### src/hdl/twsrm_pkg.sv
// ----------------------------------------------------------------------------
// Three-wire serial register master: shared types and constants
// Request codes, configuration register indexes and field widths.
// ----------------------------------------------------------------------------
`default_nettype none

package twsrm_pkg;

  typedef enum logic [2:0] {
    ACT_NONE   = 3'd0,
    ACT_WRITE  = 3'd1,
    ACT_READ   = 3'd2,
    ACT_STROBE = 3'd3,
    ACT_FSEND  = 3'd4,
    ACT_FREAD  = 3'd5,
    ACT_CLOSE  = 3'd6
  } action_t;

  typedef enum logic [1:0] {
    REG_WRITE_CMD   = 2'd0,
    REG_READ_CMD    = 2'd1,
    REG_HALF_PERIOD = 2'd2
  } reg_index_t;

  localparam int unsigned FRAME_BITS = 24;
  localparam int unsigned WORD_BITS  = 16;
  localparam int unsigned BYTE_BITS  = 8;

  localparam logic [4:0] BITS_REG  = 5'd24;
  localparam logic [4:0] BITS_BYTE = 5'd8;
  localparam logic [4:0] BITS_DATA = 5'd16;

  // One result item, as packed into the master-side tdata.
  typedef struct packed {
    logic        done_res;
    logic [15:0] read_data;
    logic        sdio_drive;
    logic        sdio_out;
    logic        serial_clock;
    logic        chip_select_n;
  } result_t;

endpackage

`default_nettype wire

### src/hdl/three_wire_serial_register_master_core.sv
// ----------------------------------------------------------------------------
// Three-wire serial register master core
// Pin-level engine for a serial bus with one shared data line; each input
// transfer is one tick of the engine and yields one output transfer.
// ----------------------------------------------------------------------------
// The result of an input transfer is in the output register in the cycle after it is taken.
// Throughput: one transfer per cycle; the single output register sets this,
//   and input is taken whenever that register is empty or being drained.
// Reset (rst, synchronous, active high): engine idle, no frame open, clock low,
//   read data zero, write/read command bits zero, half period one.
`default_nettype none

module three_wire_serial_register_master_core
  import twsrm_pkg::*;
(
  input  wire logic        clk,
  input  wire logic        rst,
  // input stream: one engine tick per transfer
  input  wire logic        s_tvalid,
  output      logic        s_tready,
  input  wire logic [31:0] s_tdata,   // addr_byte[7:0], write_data[23:8], sdio_in[24], zero
  input  wire logic [2:0]  s_tuser,   // action[2:0]
  // output stream: pin levels and status for that tick
  output      logic        m_tvalid,
  input  wire logic        m_tready,
  output      logic [23:0] m_tdata,   // chip_select_n[0], serial_clock[1], sdio_out[2],
                                      // sdio_drive[3], read_data[19:4], done_res[20], zero
  // configuration write channel
  input  wire logic        cfg_valid,
  output      logic        cfg_ready,
  input  wire logic [1:0]  cfg_index,
  input  wire logic [7:0]  cfg_data
);

  // Configuration registers
  logic [7:0] write_cmd_bits;
  logic [7:0] read_cmd_bits;
  logic [7:0] half_period;

  // Engine state
  logic                  busy;
  action_t               current_action;
  logic [FRAME_BITS-1:0] out_shift;
  logic [WORD_BITS-1:0]  in_shift;
  logic [4:0]            bits_left;
  logic [7:0]            tick_count;
  logic                  clock_level;
  logic                  frame_open;
  logic [WORD_BITS-1:0]  read_result;

  logic                  busy_next;
  action_t               current_action_next;
  logic [FRAME_BITS-1:0] out_shift_next;
  logic [WORD_BITS-1:0]  in_shift_next;
  logic [4:0]            bits_left_next;
  logic [7:0]            tick_count_next;
  logic                  clock_level_next;
  logic                  frame_open_next;
  logic [WORD_BITS-1:0]  read_result_next;

  result_t result;
  result_t result_next;

  logic       s_accept;
  action_t    action;
  logic [7:0] addr_byte;
  logic [15:0] write_data;
  logic       sdio_in;
  logic [7:0] hp_eff;
  logic [7:0] tick_inc;
  logic       released_now;
  logic       released_next;
  logic       done_next;

  // Take a new tick whenever the output register is free or being drained.
  assign s_tready = !m_tvalid || m_tready;
  assign s_accept = s_tvalid && s_tready;
  assign cfg_ready = 1'b1;

  assign action     = action_t'(s_tuser);
  assign addr_byte  = s_tdata[7:0];
  assign write_data = s_tdata[23:8];
  assign sdio_in    = s_tdata[24];

  // A half period of zero behaves as one.
  assign hp_eff   = (half_period == 8'd0) ? 8'd1 : half_period;
  assign tick_inc = tick_count + 8'd1;

  // The line is released for a frame read and for the data phase of a register read.
  assign released_now = busy && ((current_action == ACT_FREAD) ||
                                 (current_action == ACT_READ && bits_left <= BITS_DATA));

  always_comb begin
    busy_next           = busy;
    current_action_next = current_action;
    out_shift_next      = out_shift;
    in_shift_next       = in_shift;
    bits_left_next      = bits_left;
    tick_count_next     = tick_count;
    clock_level_next    = clock_level;
    frame_open_next     = frame_open;
    read_result_next    = read_result;
    done_next           = 1'b0;

    if (busy) begin
      tick_count_next = tick_inc;
      if (!clock_level) begin
        // Low phase: sample the line on the last low tick, then rise.
        if (tick_inc >= hp_eff) begin
          if (released_now) begin
            in_shift_next = {in_shift[WORD_BITS-2:0], sdio_in};
          end
          clock_level_next = 1'b1;
          tick_count_next  = 8'd0;
        end
      end else if (tick_inc >= hp_eff) begin
        // High phase over: fall, advance to the next bit.
        clock_level_next = 1'b0;
        tick_count_next  = 8'd0;
        out_shift_next   = {out_shift[FRAME_BITS-2:0], 1'b0};
        bits_left_next   = bits_left - 5'd1;
        if (bits_left_next == 5'd0) begin
          busy_next = 1'b0;
          done_next = 1'b1;
          case (current_action)
            ACT_READ:  read_result_next = in_shift;
            ACT_FREAD: read_result_next = {{(WORD_BITS-BYTE_BITS){1'b0}},
                                           in_shift[BYTE_BITS-1:0]};
            default:   read_result_next = read_result;
          endcase
          // A plain request ends any frame that was open.
          if (current_action == ACT_WRITE || current_action == ACT_READ ||
              current_action == ACT_STROBE) begin
            frame_open_next = 1'b0;
          end
        end
      end
    end else begin
      unique case (action) inside
        ACT_WRITE, ACT_READ, ACT_STROBE, ACT_FSEND, ACT_FREAD: begin
          busy_next           = 1'b1;
          current_action_next = action;
          in_shift_next       = '0;
          tick_count_next     = 8'd0;
          clock_level_next    = 1'b0;
          unique case (action)
            ACT_WRITE: begin
              out_shift_next = {addr_byte | write_cmd_bits, write_data};
              bits_left_next = BITS_REG;
            end
            ACT_READ: begin
              out_shift_next = {addr_byte | read_cmd_bits, 16'h0000};
              bits_left_next = BITS_REG;
            end
            ACT_STROBE: begin
              out_shift_next = {addr_byte, 16'h0000};
              bits_left_next = BITS_BYTE;
            end
            ACT_FSEND: begin
              out_shift_next  = {addr_byte, 16'h0000};
              bits_left_next  = BITS_BYTE;
              frame_open_next = 1'b1;
            end
            default: begin
              // frame read: nothing driven, line released
              out_shift_next  = '0;
              bits_left_next  = BITS_BYTE;
              frame_open_next = 1'b1;
            end
          endcase
        end
        ACT_CLOSE: begin
          frame_open_next = 1'b0;
          done_next       = 1'b1;
        end
        default: begin
          // no request, or an unused code: hold
        end
      endcase
    end

    released_next = busy_next && ((current_action_next == ACT_FREAD) ||
                                  (current_action_next == ACT_READ &&
                                   bits_left_next <= BITS_DATA));

    result_next.chip_select_n = !(busy_next || frame_open_next);
    result_next.serial_clock  = busy_next && clock_level_next;
    result_next.sdio_out      = (busy_next && !released_next) ?
                                out_shift_next[FRAME_BITS-1] : 1'b1;
    result_next.sdio_drive    = !released_next;
    result_next.read_data     = read_result_next;
    result_next.done_res      = done_next;
  end

  // Configuration writes; an index beyond the list is dropped.
  always_ff @(posedge clk) begin
    if (rst) begin
      write_cmd_bits <= 8'd0;
      read_cmd_bits  <= 8'd0;
      half_period    <= 8'd1;
    end else if (cfg_valid && cfg_ready) begin
      unique case (cfg_index)
        REG_WRITE_CMD:   write_cmd_bits <= cfg_data;
        REG_READ_CMD:    read_cmd_bits  <= cfg_data;
        REG_HALF_PERIOD: half_period    <= cfg_data;
        default: begin
        end
      endcase
    end
  end

  // Engine state advances once per accepted input transfer.
  always_ff @(posedge clk) begin
    if (rst) begin
      busy           <= 1'b0;
      current_action <= ACT_NONE;
      out_shift      <= '0;
      in_shift       <= '0;
      bits_left      <= 5'd0;
      tick_count     <= 8'd0;
      clock_level    <= 1'b0;
      frame_open     <= 1'b0;
      read_result    <= '0;
    end else if (s_accept) begin
      busy           <= busy_next;
      current_action <= current_action_next;
      out_shift      <= out_shift_next;
      in_shift       <= in_shift_next;
      bits_left      <= bits_left_next;
      tick_count     <= tick_count_next;
      clock_level    <= clock_level_next;
      frame_open     <= frame_open_next;
      read_result    <= read_result_next;
    end
  end

  // Output register: hold the result until the transfer completes.
  always_ff @(posedge clk) begin
    if (rst) begin
      m_tvalid <= 1'b0;
    end else if (s_accept) begin
      m_tvalid <= 1'b1;
    end else if (m_tready) begin
      m_tvalid <= 1'b0;
    end
  end

  always_ff @(posedge clk) begin
    if (s_accept) begin
      result <= result_next;
    end
  end

  assign m_tdata = {3'b000, result};

`ifndef SYNTH
  // A finished request always leaves the serial clock low.
  a_done_clock_low: assert property (@(posedge clk) disable iff (rst)
    (m_tvalid && result.done_res) |-> !result.serial_clock)
    else $error("done shown with serial clock high");

  // The line is only released while select is asserted.
  a_release_selected: assert property (@(posedge clk) disable iff (rst)
    (m_tvalid && !result.sdio_drive) |-> !result.chip_select_n)
    else $error("data line released with select high");

  // The bit counter never exceeds one full register transfer.
  a_bits_range: assert property (@(posedge clk) disable iff (rst)
    bits_left <= BITS_REG)
    else $error("bit counter out of range");

  // An idle engine keeps its clock low.
  a_idle_clock: assert property (@(posedge clk) disable iff (rst)
    !busy |-> !clock_level)
    else $error("clock high while idle");

  // Without an input transfer the engine does not move.
  a_hold_state: assert property (@(posedge clk) disable iff (rst)
    !s_accept |=> ($stable(busy) && $stable(bits_left) && $stable(tick_count)))
    else $error("engine advanced without an input transfer");
`endif

endmodule

`default_nettype wire
### config.mk
export PLATFORM = sky130hd
export DESIGN_NAME = three_wire_serial_register_master_core
export DESIGN_NICKNAME = d
export VERILOG_FILES = /design/src/hdl/twsrm_pkg.sv /design/src/hdl/three_wire_serial_register_master_core.sv
export SDC_FILE = /design/constraint.sdc
export NUM_CORES = 1
export LEC_CHECK = 0
export BUFFER_PORTS_ARGS = -buffer_cell sky130_fd_sc_hd__clkbuf_2
export CAP_MARGIN = 20
export CORE_MARGIN = 2
export CORE_UTILIZATION = 40
export CTS_BUF_LIST = sky130_fd_sc_hd__clkbuf_4 sky130_fd_sc_hd__clkbuf_8
export CTS_CLUSTER_SIZE = 30
export DETAILED_ROUTE_END_ITERATION = 6
export GPL_TIMING_DRIVEN = 0
export SETUP_SLACK_MARGIN = 0.2
export SYNTH_ARGS = -nofsm -noshare
export SYNTH_HDL_FRONTEND = slang
export SYNTH_SLANG_ARGS = --single-unit
### constraint.sdc
create_clock -name clk -period 5.4 [get_ports clk]
set_input_delay 0.27 -clock clk [delete_from_list [all_inputs] [get_ports clk]]
set_output_delay 0.27 -clock clk [all_outputs]
set_load 0.1 [all_outputs]
# Word-level counts from Yosys, hierarchy flattened
# Index checks and enable logic that the tools add are counted.
[word_totals]
register_bits = 121
input_bits = 50
output_inout_bits = 27
elab_cells = 126
[classes]
add_sub_neg = 2
magnitude_cmp = 3
n_eq_ne = 18
mux = 50
bitwise_logic = 2
n_reduce_logical = 31
[ops]
columns = ["operator", "n"]
rows = [
  ["$mux 16", 9],
  ["$mux 24", 4],
  ["$pmux 24 s3", 1],
  ["$mux 8", 4],
  ["$pmux 16 s2", 1],
  ["$mux 5", 5],
  ["$mux 1", 23],
  ["$or 8x8->8", 2],
  ["$eq 3x2->1 const B", 5],
  ["$eq 3x3->1 const B", 5],
  ["$le 5x5->1 const B", 2],
  ["$add 8x1->8 const B", 1],
  ["$ge 8x8->1", 1],
  ["$logic_not 8->1", 1],
  ["$reduce_and 2->1", 4],
  ["$logic_and 1x1->1", 7],
  ["$eq 3x1->1 const B", 2],
  ["$logic_or 1x1->1", 6],
  ["$mux 3", 2],
  ["$ne 2x1->1 const B", 3],
  ["$logic_not 5->1", 1],
  ["$reduce_and 5->1", 1],
  ["$reduce_or 5->1", 1],
  ["$sub 5x1->5 const B", 1],
  ["10 further kinds", 14],
]

# Longest topological paths before layout
[logic_depth]
depth_word = 12
ltp_mapped = 13
ltp_nobuf = 11

# Least setup slack after synthesis
# Ideal clock, no wire load.
[synth_timing]
path_kind = "register -> register"
from = "register m_tvalid"
to = "register current_action[0]"
setup_time_ns = 0.133
t_arrival_ns = 3.196
required_time_ns = 5.267
path_slack_ns = 2.072
stages_incl_launch_ff = 8
path_buffers = 1
period_less_slack_ns = 3.328
path_cell_list = "dfxtp_1 -> nand2b_1 -> nand2_1 -> inv_2 -> buf_1 -> nand2_1 -> nand2_1 -> a21oi_1"
[synth_between]
elab_chain_cells = 3
[synth_lines]
columns = ["item", "line", "rtl"]
rows = [
  ["start: declaration", "three_wire_serial_register_master_core.sv:24", "output logic m_tvalid,"],
  ["start signal: assignment", "three_wire_serial_register_master_core.sv:240", "m_tvalid <= 1'b0;"],
  ["start signal: assignment", "three_wire_serial_register_master_core.sv:242", "m_tvalid <= 1'b1;"],
  ["start signal: assignment", "three_wire_serial_register_master_core.sv:244", "m_tvalid <= 1'b0;"],
  ["$logic_not 1->1", "three_wire_serial_register_master_core.sv:76", "assign s_tready = !m_tvalid || m_tready;"],
  ["$logic_or 1x1->1", "three_wire_serial_register_master_core.sv:76", ""],
  ["net s_tready", "three_wire_serial_register_master_core.sv:20", "output logic s_tready,"],
  ["$logic_and 1x1->1", "three_wire_serial_register_master_core.sv:77", "assign s_accept = s_tvalid && s_tready;"],
  ["net s_accept", "three_wire_serial_register_master_core.sv:64", "logic s_accept;"],
  ["end signal: assignment", "three_wire_serial_register_master_core.sv:226", "current_action <= current_action_next;"],
  ["end: declaration", "three_wire_serial_register_master_core.sv:42", "action_t current_action;"],
]
# The timed path passes the listed nets, and every way through them passes these cells.
# A chain may end at the register's enable or synchronous reset.

# Worst setup path in the final report
[layout_timing]
from = "register tick_count[2]"
to = "register result (netlist bit m_tdata[4]) (data pin)"
[layout_between]
elab_chain_cells = 5
[layout_lines]
columns = ["item", "line", "rtl"]
rows = [
  ["start: declaration", "three_wire_serial_register_master_core.sv:46", "logic [7:0] tick_count;"],
  ["start signal: assignment", "three_wire_serial_register_master_core.sv:230", "tick_count <= tick_count_next;"],
  ["$add 8x1->8", "three_wire_serial_register_master_core.sv:87", "assign tick_inc = tick_count + 8'd1;"],
  ["$ge 8x8->1", "three_wire_serial_register_master_core.sv:116", "end else if (tick_inc >= hp_eff) begin"],
  ["$mux 16", "three_wire_serial_register_master_core.sv:116", ""],
  ["$mux 16", "three_wire_serial_register_master_core.sv:107", "if (!clock_level) begin"],
  ["$mux 16", "three_wire_serial_register_master_core.sv:105", "if (busy) begin"],
  ["net read_result_next[0]", "three_wire_serial_register_master_core.sv:59", "logic [WORD_BITS-1:0] read_result_next;"],
  ["end signal: assignment", "three_wire_serial_register_master_core.sv:250", "result <= result_next;"],
  ["end: declaration", "three_wire_serial_register_master_core.sv:61", "result_t result;"],
]
# The timed path passes the listed nets, and every way through them passes these cells.

==> flow_summary_export.csv <==
group,metric,value,unit
run_status,outcome,"finished, final reports clean",
final_layout,nNetsFinal,706,
critical_path,slowest_stage,"dfxtp_1",
critical_path,worstSetupStartpointType,"flop",
sta,rsz0062_at_grt,"false",
placed_design,place_area,6170,um^2
global_route,grt_pass1_wl,21900,um
clock_tree,clk_pin_slew_worst_paths,0.07,ns
sta,fin_crit_sh,66.6,%
synthesis,yosys_warnings,0,
hold_path,hold_class,"in2reg",
final_layout,layout-drive-gt1-share,24.4,%
sta,setup_tns,0,ns
sta,slew_headroom,27.3,%
critical_path,crit_chain,"and3_1, and3_1, nand3_1, xnor2_1, ha_1, nand2_1, o21ai_0, a32o_2, buf_6, o211ai_2, buf_4, mux2_1",
flow_run,drv_cap,0,
global_route,grt_pass1_vias,4498,
hold_path,min_from,"s_tvalid",
synthesis,netlist_top_cells_area,"dfxtp_1, edfxtp_1, nor2_1, mux2i_1, a22o_1",
synthesis,seq_area_frac_synth,46.9,%
clock_tree,clk_latency,0.44,ns
detailed_routing,ant_nets,0,
detailed_routing,drc_errors,0,
sta,finClkSkew,0.0130,ns
clock_tree,numCtsBuffers,17,
synthesis,syn_area,5620,um^2
clock_tree,cts_htree_levels,4,
floorplanning,rows,43,
floorplanning,num_io_pins,77,
synthesis,ys_types,68,
detailed_routing,wire_per_inst,15.6,um
floorplanning,die_area,15000,um^2
synthesis,syn_area_per_cell,10.0,um^2
floorplanning,die_x,123,um
final_layout,area_growth_syn_to_layout,16.2,%
sta,setup_viol,0,
global_route,grt_max_degree,31,
synthesis,synth_top_cell_area_share,35.6,%
critical_path,worst_setup_path_end_kind,"flop",
synthesis,synth_seq_cells,121,
final_layout,stdcell_area,6530,um^2
synthesis,async_reset_ff_share,0,%
critical_path,max_stage_delay,0.43,ns
clock_tree,cts_post_setup_buffers_inserted,0,
final_layout,fillers,1367,
detailed_routing,drt_iter0_drc,337,
power_and_ir_drop,p_leak,2.71,nW
critical_path,cp-startpoint,"tick_count[2]$_SDFFE_PP0P_",
clock_tree,cts_tree,"done",
synthesis,netlist_instances,559,
global_route,gr-total-overflow,0,
floorplanning,coreArea,13800,um^2
detailed_routing,via_per_inst,5.38,
critical_path,arrival,3.78,ns
synthesis,synth_most_common_cell,"dfxtp_1",
global_route,grt_use_total,18.5,%
power_and_ir_drop,powerDensity,306,nW/um^2
synthesis,synth_edf_count,21,
placed_design,portBuffers,63,
detailed_routing,vias,4502,
global_route,grt_antenna_before_repair,0,
synthesis,yosys-top-cells-count,"dfxtp_1, nor2_1, mux2i_1",
clock_tree,ctsHoldBuffers,0,
critical_path,critical_path_class,"reg2reg",
clock_tree,ctsResizeCount,0,
sta,worstMarginPinSlew,1.08,ns
critical_path,worstPathMaxFanout,10,
placed_design,gp_congestion,0.812,
clock_tree,cts-root-buf,"clkbuf_8",
synthesis,ys.flop_type,"dfxtp_1",
detailed_routing,wirelength,13000,um
final_layout,antenna_cells,0,
critical_path,cp_common_cell,"and3_1",
critical_path,worstPathRequired,5.58,ns
sta,hold_viol,0,
placed_design,dp_hpwl,9380,um
power_and_ir_drop,peakVddDrop,207,uV
detailed_routing,first_pass_iters,5,
synthesis,yosysTopAreaCell,"dfxtp_1",
sta,hold_slack,0.0686,ns
critical_path,reg2reg_from,"tick_count[2]$_SDFFE_PP0P_",
floorplanning,initial_utilization,40.8,%
floorplanning,die_h,123,um
clock_tree,cts_buffer_depth,2,
clock_tree,cts_num_sinks,121,
sta,fmax,0.278,GHz
sta,maxSlewViolCount,0,
sta,period_needed,3.60,ns
metrics by stage:
step / cells / setup slack [ns] / util [%] / total power [mW]
3_5_place_dp: 804 / 1.83 / 44.8 / 1.30
5_1_grt: 837 / 1.59 / 47.4 / 2.08
6_report: 837 / 1.80 / 47.4 / 2.00
4_1_cts: 836 / 1.78 / 47.3 / 2.01
2_1_floorplan: 561 / 2.07 / - / 1.23
3_3_place_gp: 804 / 1.89 / 44.8 / 1.29
path summary, 6_finish.rpt:
kind                                                    end  slack, ns  depth (start not counted)
worst min register to register  half_period[0]$_SDFFE_PP1P_       0.47                          1
worst max-delay path                   m_tdata[4]$_DFFE_PP_       1.80                         12
worst max register to register         m_tdata[4]$_DFFE_PP_       1.80                         12
worst min-delay path                  m_tvalid$_SDFFE_PP0P_       0.07                          3
sequential cells by signal, indices dropped and copies added, names as in the netlist:
register,count
out_shift,24
m_tdata,21
in_shift,16
read_result,16
half_period,8
read_cmd_bits,8
tick_count,8
write_cmd_bits,8
bits_left,5
current_action,3
busy,1
clock_level,1
frame_open,1
m_tvalid,1
cell type report:
class / count / area [um^2] / area share, %
Clock buffer: 17 / 234 / 3.58
Sequential cell: 121 / 2630 / 40.3
Inverter: 17 / 63.8 / 0.977
Tap cell: 180 / 225 / 3.45
Timing Repair Buffer: 64 / 323 / 4.94
Multi-Input combinational cell: 382 / 2700 / 41.4
Clock inverter: 15 / 120 / 1.84
Buffer: 41 / 228 / 3.49
worst max-delay path, delay by kind of cell, from the launching register on:
family / cells / cell delay, ns
buffers and inverters: 2 / 0.46
AO/OA/AOI/OAI: 3 / 0.94
flip-flops: 1 / 0.43
adder cells (fa/ha/maj): 1 / 0.31
XOR/XNOR: 1 / 0.17
AND/OR/NAND/NOR: 4 / 0.70
multiplexers: 1 / 0.32
layout by cell type, fill, tap and decap left out, types with 13 or more instances in the layout:
master,count
nor3_2,16
clkbuf_2,64
o21ai_0,14
a21oi_1,19
nor2_1,88
inv_1,15
nor3_1,16
mux2i_1,31
a22o_1,25
nand2_1,16
a22oi_1,13
dfxtp_1,100
clkbuf_1,15
edfxtp_1,21
clkbuf_8,17
a221oi_1,13
power by group:
part | internal [mW] | switching (mW)
combinational | 0.0880 | 0.220
sequential | 0.953 | 0.0207
clock | 0.323 | 0.392
metal layers:
layer | global-route usage (%) | wire length [um] | part of all wire, %
met1 | 23.4 | 6180 | 47
met5 | 0 | 0 | 0
met4 | 6.03 | 178 | 1.4
met2 | 31.4 | 6220 | 48
met3 | 3.90 | 449 | 3.4
kinds of logic after synthesis:
kind of cell	share of synthesized area [%]
AO/OA/AOI/OAI	20.0
flip-flops	46.9
XOR/XNOR	1.25
adder cells (fa/ha/maj)	2.67
buffers and inverters	5.17
other	0.134
multiplexers	7.13
AND/OR/NAND/NOR	16.8
No activity file was read; power rests on OpenSTA's default activity.
